**src/sv/psmt_pkg.sv**
```systemverilog
// psmt_pkg: widths, reset values, header bit positions, register indexes and
// the coordinate clamp for the ps/2 mouse packet tracker
// depends on nothing
`timescale 1ns / 1ps

package psmt_pkg;

    // cursor coordinate width, 9 to 16
    localparam int COORD_BITS = 12;
    // bound register width
    localparam int BOUND_BITS = 13;
    // cursor plus a 9-bit signed delta, with sign
    localparam int SUM_BITS   = COORD_BITS + 2;
    // wide enough for a bound and for 2^COORD_BITS
    localparam int LIM_BITS   = (BOUND_BITS > COORD_BITS + 1) ? BOUND_BITS : COORD_BITS + 1;

    // register indexes on the configuration port
    localparam logic CFG_IDX_BITS = 1'b1;
    localparam logic REG_SCREEN_WIDTH  = 1'b0;
    localparam logic REG_SCREEN_HEIGHT = 1'b1;

    // reset values
    localparam logic [BOUND_BITS-1:0] WIDTH_RESET    = BOUND_BITS'(320);
    localparam logic [BOUND_BITS-1:0] HEIGHT_RESET   = BOUND_BITS'(200);
    localparam logic [COORD_BITS-1:0] CURSOR_X_RESET = COORD_BITS'(160);
    localparam logic [COORD_BITS-1:0] CURSOR_Y_RESET = COORD_BITS'(100);

    // header byte layout
    localparam int HDR_BTN_LSB   = 0;
    localparam int HDR_BTN_MSB   = 2;
    localparam int HDR_ALWAYS1   = 3;
    localparam int HDR_X_SIGN    = 4;
    localparam int HDR_Y_SIGN    = 5;

    // packet byte positions
    localparam logic [1:0] BYTE_HEADER = 2'd0;
    localparam logic [1:0] BYTE_X      = 2'd1;
    localparam logic [1:0] BYTE_Y      = 2'd2;

    // clamp v to [0, bound - 1]; a zero bound acts as one, a bound beyond the
    // coordinate range acts as 2^COORD_BITS
    function automatic logic [COORD_BITS-1:0] clamp_coord(
        input logic signed [SUM_BITS-1:0]   v,
        input logic        [BOUND_BITS-1:0] bound
    );
        logic        [LIM_BITS-1:0]   eff;
        logic        [LIM_BITS-1:0]   top_w;
        logic        [COORD_BITS-1:0] top;
        logic signed [SUM_BITS-1:0]   top_s;
        logic        [COORD_BITS-1:0] res;
        eff = LIM_BITS'(bound);
        if (eff == '0) begin
            eff = LIM_BITS'(1);
        end
        if (eff > (LIM_BITS'(1) << COORD_BITS)) begin
            eff = LIM_BITS'(1) << COORD_BITS;
        end
        top_w = eff - LIM_BITS'(1);
        top   = top_w[COORD_BITS-1:0];
        top_s = $signed({2'b00, top});
        if (v < 0) begin
            res = '0;
        end else if (v > top_s) begin
            res = top;
        end else begin
            res = v[COORD_BITS-1:0];
        end
        return res;
    endfunction

endpackage

```
**src/sv/ps2_mouse_packet_tracker.sv**
```systemverilog
// ps2_mouse_packet_tracker: top level, three-byte ps/2 mouse packet decoder
// and clamped cursor tracker
// depends on psmt_pkg
`timescale 1ns / 1ps

// Takes one controller byte per beat with a flag saying whether it came from
// the mouse. Non-mouse beats are swallowed. Mouse bytes are collected three at
// a time; on the third, if the header has bit 3 set, the 9-bit signed deltas
// move the cursor (x added, y subtracted for screen orientation), each axis is
// clamped to [0, bound - 1] and one result beat carries position and buttons.
// A packet whose header has bit 3 clear is dropped whole with no realignment
// and no result. Writing a bound does not move the cursor; the new bound is
// used from the next valid packet. A zero bound acts as one, and a bound
// above 2^COORD_BITS saturates the cursor at 2^COORD_BITS - 1.
// Throughput is one byte per clock while the sink takes results: an input register
// feeds a single stage of add-and-clamp logic that writes the result register,
// and the cursor update finishes in that same cycle, so no packet waits on the
// one before. The third byte passes through the input register to the result register.
// The input side stalls only when its register is full and the result
// register holds a beat that the sink has not yet taken. Configuration writes
// are taken every cycle (cfg_ready is tied high) and must be made while idle.

module ps2_mouse_packet_tracker (
    input  logic                              aclk,
    input  logic                              aresetn,
    // configuration write channel
    input  logic                              cfg_valid,
    output logic                              cfg_ready,
    input  logic                              cfg_index,
    input  logic [psmt_pkg::BOUND_BITS-1:0]   cfg_data,
    // byte input channel
    input  logic                              s_valid,
    output logic                              s_ready,
    input  logic [7:0]                        s_data_byte,
    input  logic                              s_from_mouse,
    // result channel
    output logic                              m_valid,
    input  logic                              m_ready,
    output logic [psmt_pkg::COORD_BITS-1:0]   m_pos_x,
    output logic [psmt_pkg::COORD_BITS-1:0]   m_pos_y,
    output logic [2:0]                        m_button_bits
);

    import psmt_pkg::*;

    // configuration
    logic [BOUND_BITS-1:0] width_reg;
    logic [BOUND_BITS-1:0] height_reg;

    // input register
    logic       in_valid_reg;
    logic [7:0] in_data_reg;
    logic       in_mouse_reg;

    // packet assembly state
    logic [1:0] byte_count_reg;
    logic [1:0] byte_count_next;
    logic [7:0] header_reg;
    logic [7:0] x_byte_reg;

    // cursor state
    logic [COORD_BITS-1:0] cursor_x_reg;
    logic [COORD_BITS-1:0] cursor_y_reg;
    logic [COORD_BITS-1:0] cursor_x_next;
    logic [COORD_BITS-1:0] cursor_y_next;

    // result register
    logic                  out_valid_reg;
    logic [COORD_BITS-1:0] out_x_reg;
    logic [COORD_BITS-1:0] out_y_reg;
    logic [2:0]            out_btn_reg;

    // datapath
    logic                       advance;
    logic                       mouse_beat;
    logic                       last_byte;
    logic                       emit;
    logic signed [SUM_BITS-1:0] dx;
    logic signed [SUM_BITS-1:0] dy;
    logic signed [SUM_BITS-1:0] sum_x;
    logic signed [SUM_BITS-1:0] sum_y;

    assign cfg_ready = 1'b1;

    // the stage moves on when the result slot is empty or being emptied
    assign advance = in_valid_reg && (!out_valid_reg || m_ready);
    assign s_ready = !in_valid_reg || advance;

    assign mouse_beat = advance && in_mouse_reg;
    assign last_byte  = mouse_beat && (byte_count_reg == BYTE_Y);
    assign emit       = last_byte && header_reg[HDR_ALWAYS1];

    // 9-bit deltas from the header sign bits, sign extended
    assign dx = SUM_BITS'($signed({header_reg[HDR_X_SIGN], x_byte_reg}));
    assign dy = SUM_BITS'($signed({header_reg[HDR_Y_SIGN], in_data_reg}));

    // x moves right with positive delta, y is flipped for screen orientation
    assign sum_x = $signed({2'b00, cursor_x_reg}) + dx;
    assign sum_y = $signed({2'b00, cursor_y_reg}) - dy;

    assign cursor_x_next = clamp_coord(sum_x, width_reg);
    assign cursor_y_next = clamp_coord(sum_y, height_reg);

    always_comb begin
        byte_count_next = byte_count_reg;
        if (mouse_beat) begin
            case (byte_count_reg)
                BYTE_HEADER: byte_count_next = BYTE_X;
                BYTE_X:      byte_count_next = BYTE_Y;
                default:     byte_count_next = BYTE_HEADER;
            endcase
        end
    end

    // configuration registers
    always_ff @(posedge aclk) begin
        if (!aresetn) begin
            width_reg  <= WIDTH_RESET;
            height_reg <= HEIGHT_RESET;
        end else if (cfg_valid && cfg_ready) begin
            case (cfg_index)
                REG_SCREEN_WIDTH:  width_reg  <= cfg_data;
                REG_SCREEN_HEIGHT: height_reg <= cfg_data;
                default: ;
            endcase
        end
    end

    // input register
    always_ff @(posedge aclk) begin
        if (!aresetn) begin
            in_valid_reg <= 1'b0;
        end else if (s_ready) begin
            in_valid_reg <= s_valid;
        end
    end

    always_ff @(posedge aclk) begin
        if (s_valid && s_ready) begin
            in_data_reg  <= s_data_byte;
            in_mouse_reg <= s_from_mouse;
        end
    end

    // packet assembly and cursor
    always_ff @(posedge aclk) begin
        if (!aresetn) begin
            byte_count_reg <= BYTE_HEADER;
            cursor_x_reg   <= CURSOR_X_RESET;
            cursor_y_reg   <= CURSOR_Y_RESET;
        end else begin
            byte_count_reg <= byte_count_next;
            if (emit) begin
                cursor_x_reg <= cursor_x_next;
                cursor_y_reg <= cursor_y_next;
            end
        end
    end

    // header and x bytes are always written before use, so no reset
    always_ff @(posedge aclk) begin
        if (mouse_beat && (byte_count_reg == BYTE_HEADER)) begin
            header_reg <= in_data_reg;
        end
        if (mouse_beat && (byte_count_reg == BYTE_X)) begin
            x_byte_reg <= in_data_reg;
        end
    end

    // result register
    always_ff @(posedge aclk) begin
        if (!aresetn) begin
            out_valid_reg <= 1'b0;
        end else if (emit) begin
            out_valid_reg <= 1'b1;
        end else if (m_ready) begin
            out_valid_reg <= 1'b0;
        end
    end

    always_ff @(posedge aclk) begin
        if (emit) begin
            out_x_reg   <= cursor_x_next;
            out_y_reg   <= cursor_y_next;
            out_btn_reg <= header_reg[HDR_BTN_MSB:HDR_BTN_LSB];
        end
    end

    assign m_valid       = out_valid_reg;
    assign m_pos_x       = out_x_reg;
    assign m_pos_y       = out_y_reg;
    assign m_button_bits = out_btn_reg;

endmodule

```
**config.mk**
```make
export PLATFORM = sky130hd
export DESIGN_NAME = ps2_mouse_packet_tracker
export DESIGN_NICKNAME = d
export VERILOG_FILES = /design/src/sv/psmt_pkg.sv /design/src/sv/ps2_mouse_packet_tracker.sv
export SDC_FILE = /design/constraint.sdc
export NUM_CORES = 1
export LEC_CHECK = 0
export ABC_AREA = 1
export ABC_CLOCK_PERIOD_IN_PS = 3950
export BUFFER_PORTS_ARGS = -buffer_cell sky130_fd_sc_hd__clkbuf_2
export CAP_MARGIN = 25
export CORE_UTILIZATION = 39
export CTS_CLUSTER_DIAMETER = 50
export DETAILED_ROUTE_END_ITERATION = 10
export GPL_TIMING_DRIVEN = 0
export HOLD_SLACK_MARGIN = 0.02
export PLACE_DENSITY = 0.61
export SETUP_SLACK_MARGIN = 0.3
export SYNTH_ARGS = -nofsm -noshare
export SYNTH_HDL_FRONTEND = slang
export SYNTH_SLANG_ARGS = --single-unit
```
**constraint.sdc**
```tcl
create_clock -name aclk -period 3.95 [get_ports aclk]
set_clock_uncertainty 0.2 [all_clocks]
set_input_delay 0.9875 -clock aclk [delete_from_list [all_inputs] [get_ports aclk]]
set_output_delay 0.9875 -clock aclk [all_outputs]
set_load 0.005 [all_outputs]
```
Word-level counts from Yosys, hierarchy flattened

Cells that the tools add are included.

Register bits after elaboration: 104
Input port bits: 28
Output and inout port bits: 30
Word-level logic and storage cells: 55

Add/subtract/negate cells: 4
$lt $le $gt $ge: 6
Eq/ne operators: 2
Multiplexer cells: 11
Bitwise logic cells: 1
Reductions and logical operators: 17

Operators by type and width:

| operator                | count |
|---|---|
| $mux W12                | 6 |
| $gt A14 B13 Y1          | 2 |
| $lt A14 B1 Y1 const B   | 2 |
| $gt A13 B13 Y1 const B  | 2 |
| $logic_not A13 Y1       | 2 |
| $mux W13                | 2 |
| $sub A12 B1 Y12 const B | 2 |
| $add A13 B9 Y14         | 1 |
| $sub A13 B9 Y14         | 1 |
| $logic_and A1 B1 Y1     | 7 |
| $pmux W2 S2             | 1 |
| $reduce_and A2 Y1       | 2 |
| $eq A2 B1 Y1 const B    | 1 |
| $eq A2 B2 Y1 const B    | 1 |
| $logic_not A1 Y1        | 2 |
| $logic_not A2 Y1        | 1 |
| $logic_or A1 B1 Y1      | 2 |
| $mux W1                 | 2 |
| $reduce_bool A2 Y1      | 1 |
| $not A1 Y1              | 1 |

Depth between registers and ports, before layout

Gate-level depths: netlist of the first run.

Depth after elaboration: 8
Depth in mapped cells: 23
Mapped depth without buffers: 22

Worst setup path after synthesis of the first run

OpenSTA, ideal clock, no wires.

Kind: register -> register
Start point: register height_reg[0]
End point: register out_y_reg[0], in the netlist m_pos_y[0] (data pin)
Library setup time: 251 ps
Data arrival time: 2984 ps
Required time: 3499 ps
Path slack: 515 ps
Stages on the path, launching flop included: 22
Buffers on the path: 1
Period minus slack after synthesis: 3435 ps
Cells stage by stage: dfxtp_1 -> or2_0 -> nor3_1 -> nand2_1 -> o21ai_1 -> inv_1 -> ha_1 -> inv_1 -> nor2_1 -> xor2_1 -> ha_1 -> nand2_1 -> nor2_1 -> inv_1 -> o221a_2 -> nor2_1 -> nand3_1 -> nand3_2 -> buf_2 -> nand3_1 -> nand3_2 -> inv_1

Cells in the longest elaborated chain, start to end: 8

RTL lines:

| element                    | RTL line                        | source |
|---|---|---|
| from (decl)                | ps2_mouse_packet_tracker.sv:48  | `logic [BOUND_BITS-1:0] height_reg;` |
| from (signal assigned)     | ps2_mouse_packet_tracker.sv:123 | `REG_SCREEN_HEIGHT: height_reg <= cfg_data;` |
| $logic_not A13 Y1          | psmt_pkg.sv:52                  | `if (eff == '0) begin` |
| $mux W13 *                 | psmt_pkg.sv:52                  |  |
| $gt A13 B13 Y1             | psmt_pkg.sv:55                  | `if (eff > (LIM_BITS'(1) << COORD_BITS)) begin` |
| $mux W12 *                 | psmt_pkg.sv:55                  |  |
| $sub A12 B1 Y12 *          | psmt_pkg.sv:58                  | `top_w = eff - LIM_BITS'(1);` |
| $gt A14 B13 Y1             | psmt_pkg.sv:63                  | `end else if (v > top_s) begin` |
| $mux W12 *                 | psmt_pkg.sv:63                  |  |
| $mux W12 *                 | psmt_pkg.sv:61                  | `if (v < 0) begin` |
| named net cursor_y_next[0] | ps2_mouse_packet_tracker.sv:65  | `logic [COORD_BITS-1:0] cursor_y_next;` |
| to (signal assigned)       | ps2_mouse_packet_tracker.sv:184 | `out_y_reg <= cursor_y_next;` |
| to (decl)                  | ps2_mouse_packet_tracker.sv:70  | `logic [COORD_BITS-1:0] out_y_reg;` |

Mark *: on every way through the listed nets, which the timed path passes. The rest lies on a longest branch.
A chain may end at the register's enable or synchronous reset.

Worst setup path in the final report of the first run

Start point: register in_data_reg[0]
End point: register out_y_reg[8], in the netlist m_pos_y[8] (data pin)

Cells in the longest elaborated chain, start to end: 4
Elaborated cells on any way between the ends: 5
Those cells by class: add/sub (1); order compare (2); mux (2)

RTL lines:

| element                    | RTL line                        | source |
|---|---|---|
| from (decl)                | ps2_mouse_packet_tracker.sv:52  | `logic [7:0] in_data_reg;` |
| from (signal assigned)     | ps2_mouse_packet_tracker.sv:140 | `in_data_reg <= s_data_byte;` |
| $sub A13 B9 Y14 *          | ps2_mouse_packet_tracker.sv:99  | `assign sum_y = $signed({2'b00, cursor_y_reg}) - dy;` |
| $gt A14 B13 Y1             | psmt_pkg.sv:63                  |  |
| $mux W12                   | psmt_pkg.sv:63                  |  |
| $mux W12 *                 | psmt_pkg.sv:61                  |  |
| named net cursor_y_next[8] | ps2_mouse_packet_tracker.sv:65  |  |

Marks and branches as above.

==> results of run 1 <==
logic make-up (layout without fill, tap and decap cells):
family,after synthesis,in the layout,share of synthesized area [%]
buffers and inverters,156,253,9.29
AND/OR/NAND/NOR,349,349,23.7
flip-flops,104,104,39.0
other,1,1,0.0566
XOR/XNOR,30,30,3.97
adder cells (fa/ha/maj),54,54,10.4
AO/OA/AOI/OAI,153,153,13.6
through the flow:
step / area, µm² / instances / power (W) / utilization [%]
after floorplan: 6630 / 847 / 0.00154 / -
after global placement: 7180 / 1122 / 0.00165 / 43.3
after detailed placement: 7200 / 1124 / 0.00165 / 43.4
after CTS: 7580 / 1143 / 0.00258 / 45.7
after global routing: 8060 / 1164 / 0.00275 / 48.6
final: 8060 / 1164 / 0.00263 / 48.6
power breakdown:
part	internal (W)	switching (W)	leakage, nW
logic	0.000203	0.000324	2.69
clock network	0.000496	0.000424	0.142
registers	0.00116	0.0000248	0.902
worst max path at each step:
stage,slack (ns),from,cells after the start,endpoint
floorplan,0.51,height_reg[0]$_SDFFE_PN0P_,21,m_pos_y[0]$_DFFE_PP_
finish,0.47,in_data_reg[0]$_DFFE_PP_,17,m_pos_y[8]$_DFFE_PP_
CTS,0.30,header_reg[5]$_DFFE_PP_,17,m_pos_y[0]$_DFFE_PP_
global route,0.22,in_data_reg[2]$_DFFE_PP_,19,m_pos_y[11]$_DFFE_PP_
detailed placement,-0.02,height_reg[0]$_SDFFE_PN0P_,21,m_pos_y[3]$_DFFE_PP_
global placement,0.05,height_reg[0]$_SDFFE_PN0P_,21,m_pos_y[3]$_DFFE_PP_
cells in the mapped netlist, types with 7 or more instances:
cell type  number
xnor2_1         9
nor3_1          8
a21oi_2        10
nor2_1         79
inv_1         126
a21oi_1        55
nand3_2        12
xor2_1         21
ha_1           52
dfxtp_1        54
o21ai_0        58
nand2_2         7
nand3_1        56
nand4_1        20
clkbuf_1       14
nand2_1       157
edfxtp_1       50
cell usage in the layout (no fill, tap or decap), types with 13 or more instances in the layout:
cell type and n:
o21ai_0 57, nand2_1 150, nor2_1 73, clkbuf_2 56
xor2_1 18, a21oi_2 13, clkbuf_1 14, a21oi_1 52
inv_1 120, nand2_2 13, buf_4 23, nand3_2 19
dfxtp_1 46, ha_1 41, edfxtp_1 50, nand4_1 20
nand3_1 47
critical path: cells and delay by family (launching register included):
kind | cells | cell delay, ns
flip-flops | 1 | 0.45
AO/OA/AOI/OAI | 3 | 0.58
buffers and inverters | 4 | 0.38
XOR/XNOR | 1 | 0.18
adder cells (fa/ha/maj) | 3 | 0.87
AND/OR/NAND/NOR | 6 | 0.56
metal layers:
metal | vias to the layer above | global-route usage, % | routed length [µm]
met4 | 0 | 5.36 | 200
met1 | 2594 | 27.7 | 8400
met2 | 140 | 27.7 | 7230
li1 | 2999 | - | -
met3 | 14 | 2.00 | 638
met5 | - | 0 | 0
layout make-up:
cell class	instances	area, µm²
fillers	1630	8530
multi-input cells	587	3760
flip-flops and latches	104	2600
inverters	131	494
repair buffers	81	482
well taps	220	275
clock buffers	10	229
plain buffers	25	149
clock inverters	6	66.3
repair_timing:
item	4_1_cts	5_1_grt
resized for setup	16	73
pin swaps	2	32
buffers inserted	3	18
cloned	0	2
setup endpoints to repair	34	48
==> flow_summary.ini, run 1 <==
[route]
vias = 5747
post-route-drc-count = 0
ant_nets = 0
routedWlPerCell_um = 14.2
drtIter0Drc = 405
viasPerCell = 4.94
wl_um = 16500
first_pass_iters = 5

[synthesis]
yosys_register_bits = 104
synthTopCellsByArea = edfxtp_1 23%, dfxtp_1 16%, ha_1 9.8%
synth_edf_count = 50
ys_warn_count = 0
syn-num-nets = 929
yosysSeqAreaShare_pct = 39.0
async_reset_ff_share_pct = 0
syn_avg_cell_area_um2 = 7.82
synth_top_area_cell = edfxtp_1
synth.top_cell.area_share_pct = 22.7
syn_inst = 847
yosysUniqueCellTypes = 44
synth.cell_area_um2 = 6630
ys.flop_type = dfxtp_1

[timing]
final-hold-violation-count = 0
fmax_mhz = 288
drv_slew = 0
setup_viol = 0
relSlewSlack_pct = 53.2
worstMarginPinSlew_ns = 0.693
final.setup.tns_ns = 0
post-route-period-util_pct = 88.0
fin_crit_ns = 3.48
worst_slack_ns = 0.475
holdWs_ns = 0.221
rsz0062_at_grt = true

[placement]
port-buffer-count = 55
pre_cts_ws_ns = -0.0181
dp_hpwl_um = 12500
gp_congestion = 0.841

[critical_path]
crit_chain = ha_2 -> fa_1 -> inv_1 -> nand3_1 -> nand3_2 -> a21o_1 -> a31o_2 -> xor2_2 -> inv_1 -> ha_1 -> nand2_2 -> nor2_4 -> a31oi_4 -> buf_6 -> nand3_1 -> nand3_2 -> inv_1
crit_fanout = 10
ff2ff_path_depth = 17
path_common_cell = inv_1
slowest_delay_ns = 0.45
reg2reg_slack_ns = 0.47
required_ns = 3.86
worst_setup_path_end_kind = flip-flop
reg2reg_to = m_pos_y[8]$_DFFE_PP_
cpMaxStageDelayCell = edfxtp_1
startpoint_type = flip-flop
crit_type = reg2reg
crit_arrival_ns = 3.39
timing.rr.start = in_data_reg[0]$_DFFE_PP_

[global_route]
grt_max_degree = 36
antenna_found_initial = 0
grt_pass1_wl_um = 25400
gr-total-overflow = 0
track_usage_pct = 18.5
grt_pass1_vias = 5054

[floorplanning]
ios = 58
die_height_um = 132
dieArea_um2 = 17500
die_x_um = 132
initial_core_util_pct = 40.0
coreArea_um2 = 16600
rows = 47

[clock_tree]
clkSlewWorstSetupHoldPaths_ns = 0.07
hold_buffers = 0
clock-sinks = 104
clk_root_buffer_cell = clkbuf_16
worstSkewPairLatency_ns = 0.36
cts_tree = built
cts_made_buffers = 9
clockBufferDepth = 2
htree_levels = 3

[power_and_ir_drop]
vdd_ir_drop_max_v = 0.000232
leakagePower_nw = 3.74
powerDensity_nw_per_um2 = 327

[finish]
insertedDiodeCount = 0
area_growth_pct = 21.6
final_nets = 1021
layout-drive-gt1-share_pct = 22.2

[worst_hold_path]
min_to = m_button_bits[1]$_DFFE_PP_
hold_depth = 0
hold_path.class = reg2reg
min_from = header_reg[1]$_DFFE_PP_

[outcome]
outcome = completed

[run]
cap_viol_max_count = 0
No activity file was read; power rests on OpenSTA's default activity.
==> run 2, diff against run 1 <==
- CAP_MARGIN: 25 -> 20
- PLACE_DENSITY: 0.61 -> 0.57
==> flow_summary.ini, run 2 (synthesis gave the netlist of run 1 again) <==
[critical_path]
crit_type = reg2reg
required_ns = 3.87
worst_setup_path_end_kind = flip-flop
crit_arrival_ns = 3.40
crit_fanout = 5
startpoint_type = flip-flop

[timing]
post-route-period-util_pct = 88.2
setup_viol = 0
worstMarginPinSlew_ns = 1.11
final-hold-violation-count = 0
relSlewSlack_pct = 25.1
worst_slack_ns = 0.465
fin_crit_ns = 3.48
rsz0062_at_grt = false
fmax_mhz = 287
drv_slew = 0

[finish]
final_nets = 1007
area_growth_pct = 18.9
final_common_cell = nand2_1
multi_input_area_um2 = 3700
insertedDiodeCount = 0
final_cell_mix = 151 x nand2_1, 122 x inv_1, 71 x nor2_1
final_cell_count_no_fill = 1150
seq_area_um2 = 2590
layout-drive-gt1-share_pct = 20.6
fillers = 1681

[floorplanning]
initial_core_util_pct = 40.0
coreArea_um2 = 16600
die_height_um = 132
ios = 58
rows = 47
dieArea_um2 = 17500
die_x_um = 132

[clock_tree]
clkSlewWorstSetupHoldPaths_ns = 0.07
cts_tree = built
clk_root_buffer_cell = clkbuf_16
htree_levels = 3
worstSkewPairLatency_ns = 0.36
clock-sinks = 104
clockBufferDepth = 2
cts_made_buffers = 9

[global_route]
grt_pass1_vias = 5018
grt_max_degree = 37
gr-total-overflow = 0
antenna_found_initial = 0
grt_pass1_wl_um = 25300
track_usage_pct = 18.6

[route]
vias = 5654
post-route-drc-count = 0
viasPerCell = 4.92
ant_nets = 0
drtIter0Drc = 312
first_pass_iters = 5
wl_um = 16300
routedWlPerCell_um = 14.2

[placement]
pre_cts_ws_ns = -0.0149
dp_hpwl_um = 12600
place_inst = 1123
port-buffer-count = 55
gp_congestion = 0.830

[worst_hold_path]
hold_path.class = reg2reg

[power_and_ir_drop]
leakagePower_nw = 3.65
vdd_ir_drop_max_v = 0.000246
powerDensity_nw_per_um2 = 333

[run]
cap_viol_max_count = 0

[outcome]
outcome = completed
run 2: changes by cell type in the layout (fill, tap and decap cells not counted), moves of 2 or more:
cell	previous run	this run
ha_4	8	6
ha_1	41	43
inv_1	120	122
nor2_4	4	2
dfxtp_1	46	48
nor2_1	73	71
nor2_2	3	7
inv_2	9	7
buf_4	23	11
run 2: worst paths after layout:
kind,start,endpoint,slack [ns],cells after the start
max,in_data_reg[0]$_DFFE_PP_,m_pos_y[1]$_DFFE_PP_,0.47,18
min,header_reg[1]$_DFFE_PP_,m_button_bits[1]$_DFFE_PP_,0.22,0
max reg2reg,in_data_reg[0]$_DFFE_PP_,m_pos_y[1]$_DFFE_PP_,0.47,18
min reg2reg,header_reg[1]$_DFFE_PP_,m_button_bits[1]$_DFFE_PP_,0.22,0
run 2: what timing repair did:
action	4_1_cts	5_1_grt
gates cloned	0	2
setup buffers	2	7
endpoints found under the setup margin	33	48
pin swaps	1	24
hold buffers	0	0
resized for setup	10	68
run 2: where the power goes:
part           total (W)  switching (W)  internal [W]
combinational   0.000506       0.000314      0.000192
sequential       0.00119      0.0000269       0.00116
clock           0.000931       0.000430      0.000501
total            0.00262       0.000771       0.00185
run 2: metrics by stage:
| step | cell area (µm²) | util [%] | TNS (ns) | hold slack [ns] | total power [W] |
|---|---|---|---|---|---|
| 2_1_floorplan | 6630 | - | 0 | 0.200 | 0.00154 |
| 3_3_place_gp | 7180 | 43.3 | 0 | 0.202 | 0.00166 |
| 3_5_place_dp | 7180 | 43.3 | -0.0695 | 0.207 | 0.00166 |
| 4_1_cts | 7530 | 45.4 | 0 | 0.224 | 0.00260 |
| 5_1_grt | 7880 | 47.5 | 0 | 0.236 | 0.00275 |
| 6_report | 7880 | 47.5 | 0 | 0.222 | 0.00262 |
run 2: worst max-delay path, stage by stage (launching register included):
cell and delay, ns:
edfxtp_1 0.46, ha_2 0.22, fa_2 0.33, inv_1 0.09
nand3_1 0.08, nand3_2 0.11, a21o_1 0.15, a31o_2 0.17
xor2_2 0.21, inv_1 0.08, ha_1 0.29, nand2_2 0.07
nor2_4 0.11, nand3_1 0.13, nand3_4 0.15, buf_6 0.13
nand3_1 0.08, nand3_2 0.14, inv_1 0.05
run 2: area by class of cell:
cell class / count / share of cell area [%]
multi-input combinational: 587 / 46.9
sequential: 104 / 32.9
inverter: 131 / 6.27
timing repair buffer: 67 / 4.70
tap: 220 / 3.49
clock buffer: 10 / 2.91
buffer: 25 / 1.84
clock inverter: 6 / 0.937
run 2: per-layer routing:
layer,track usage [%],vias up,wire length [µm]
met3,3.92,13,605
met2,27.9,104,6960
li1,-,2957,-
met4,4.98,0,210
met5,0,-,0
met1,27.1,2580,8580
==> run 3, diff against run 2 <==
- CTS_BUF_LIST: default -> sky130_fd_sc_hd__clkbuf_8
==> flow_summary.ini, run 3 (synthesis gave the netlist of run 1 again) <==
[placement]
pre_cts_ws_ns = -0.0149
place_inst = 1123
place_area_um2 = 7180
gp_congestion = 0.830
port-buffer-count = 55
dp_hpwl_um = 12600

[route]
viasPerCell = 4.90
ant_nets = 0
wl_um = 16300
post-route-drc-count = 0
routedWlPerCell_um = 14.2
vias = 5645
drtIter0Drc = 316
first_pass_iters = 5

[power_and_ir_drop]
leakagePower_nw = 3.61
powerDensity_nw_per_um2 = 308
vdd_ir_drop_max_v = 0.000191
p_total_w = 0.00239

[critical_path]
startpoint_type = flip-flop
crit_type = reg2reg
crit_fanout = 10
crit_arrival_ns = 3.45
required_ns = 3.89
worst_setup_path_end_kind = flip-flop

[clock_tree]
clkSlewWorstSetupHoldPaths_ns = 0.10
clockBufferDepth = 2
clk_root_buffer_cell = clkbuf_8
worstSkewPairLatency_ns = 0.39
cts_made_buffers = 9
htree_levels = 3
clock-sinks = 104
cts_tree = built
hold_buffers = 0

[finish]
insertedDiodeCount = 0
seq_area_um2 = 2590
multi_input_area_um2 = 3670
final_common_cell = nand2_1
fillers = 1704
final_nets = 1009
final_cell_count_no_fill = 1152
final_cell_mix = 152 x nand2_1, 123 x inv_1, 71 x nor2_1
area_growth_pct = 17.2
design_area_um2 = 7770
layout-drive-gt1-share_pct = 20.5

[timing]
worstMarginPinSlew_ns = 1.14
final-hold-violation-count = 0
drv_slew = 0
post-route-period-util_pct = 88.9
fin_crit_ns = 3.51
worst_slack_ns = 0.438
relSlewSlack_pct = 23.4
setup_viol = 0
fmax_mhz = 285
rsz0062_at_grt = true

[worst_hold_path]
hold_path.class = reg2reg

[floorplanning]
die_height_um = 132
initial_core_util_pct = 40.0
rows = 47
ios = 58
coreArea_um2 = 16600
dieArea_um2 = 17500
die_x_um = 132

[global_route]
gr-total-overflow = 0
grt_max_degree = 37
antenna_found_initial = 0
grt_pass1_vias = 4982
track_usage_pct = 18.5
grt_pass1_wl_um = 25300

[outcome]
outcome = completed

[run]
cap_viol_max_count = 0
-- run 3: changes by cell type in the layout (fill, tap and decap cells not counted), moves of 2 or more --
cell / delta
ha_2: +2
nand3_2: -2
ha_4: -2
clkbuf_8: +9
clkbuf_16: -9
nand3_1: +2
-- run 3: metal layers --
metal  GRT usage [%]  part of all wire [%]  up-vias
li1                -                     -     2964
met1            27.1                    52     2572
met2            28.0                    43      102
met3            4.27                   4.2        7
met4            3.51                  0.86        0
met5               0                     0        -
-- run 3: critical path: stages (launching register included) --
cell and delay [ns]:
edfxtp_1 0.42, ha_1 0.37, nand2_1 0.08, nor2_1 0.10, nand2_1 0.06, nand3_2 0.12, a41oi_2 0.15, o21bai_1 0.20
xor2_1 0.23, inv_1 0.08, ha_1 0.31, a21o_1 0.19, nor2_2 0.11, nand3_2 0.13, nand3_2 0.11, buf_6 0.14
nand2_1 0.06, and2_1 0.19
-- run 3: cell type report --
| type | count | share of cell area [%] |
|---|---|---|
| multi-input combinational | 587 | 47.2 |
| sequential | 104 | 33.4 |
| inverter | 131 | 6.36 |
| timing repair buffer | 69 | 4.96 |
| tap | 220 | 3.54 |
| buffer | 25 | 1.92 |
| clock buffer | 9 | 1.59 |
| clock inverter | 7 | 0.999 |
-- run 3: final timing paths --
check / from / slack (ns) / cells past startpoint / end
max: x_byte_reg[3]$_DFFE_PP_ / 0.44 / 17 / m_pos_x[5]$_DFFE_PP_
min: header_reg[1]$_DFFE_PP_ / 0.23 / 0 / m_button_bits[1]$_DFFE_PP_
max reg2reg: x_byte_reg[3]$_DFFE_PP_ / 0.44 / 17 / m_pos_x[5]$_DFFE_PP_
min reg2reg: header_reg[1]$_DFFE_PP_ / 0.23 / 0 / m_button_bits[1]$_DFFE_PP_
-- run 3: repair_timing --
action                                  4_1_cts  5_1_grt
endpoints found under the setup margin       34       48
endpoints found under the hold margin         0        0
pin swaps                                     1       21
resized for setup                            10       66
gates cloned                                  0        2
setup buffers                                 3        8
-- run 3: through the flow --
stage	util, %	hold slack (ns)	setup TNS (ns)
global placement	43.3	0.202	0
global route	46.8	0.244	0
CTS	44.9	0.232	0
finish	46.8	0.230	0
floorplan	-	0.200	0
detailed placement	43.3	0.207	-0.0695
-- run 3: power by group --
group,total [W],internal [W],switching (W)
Sequential,0.00118,0.00116,0.0000263
Combinational,0.000504,0.000191,0.000313
Clock,0.000702,0.000300,0.000403
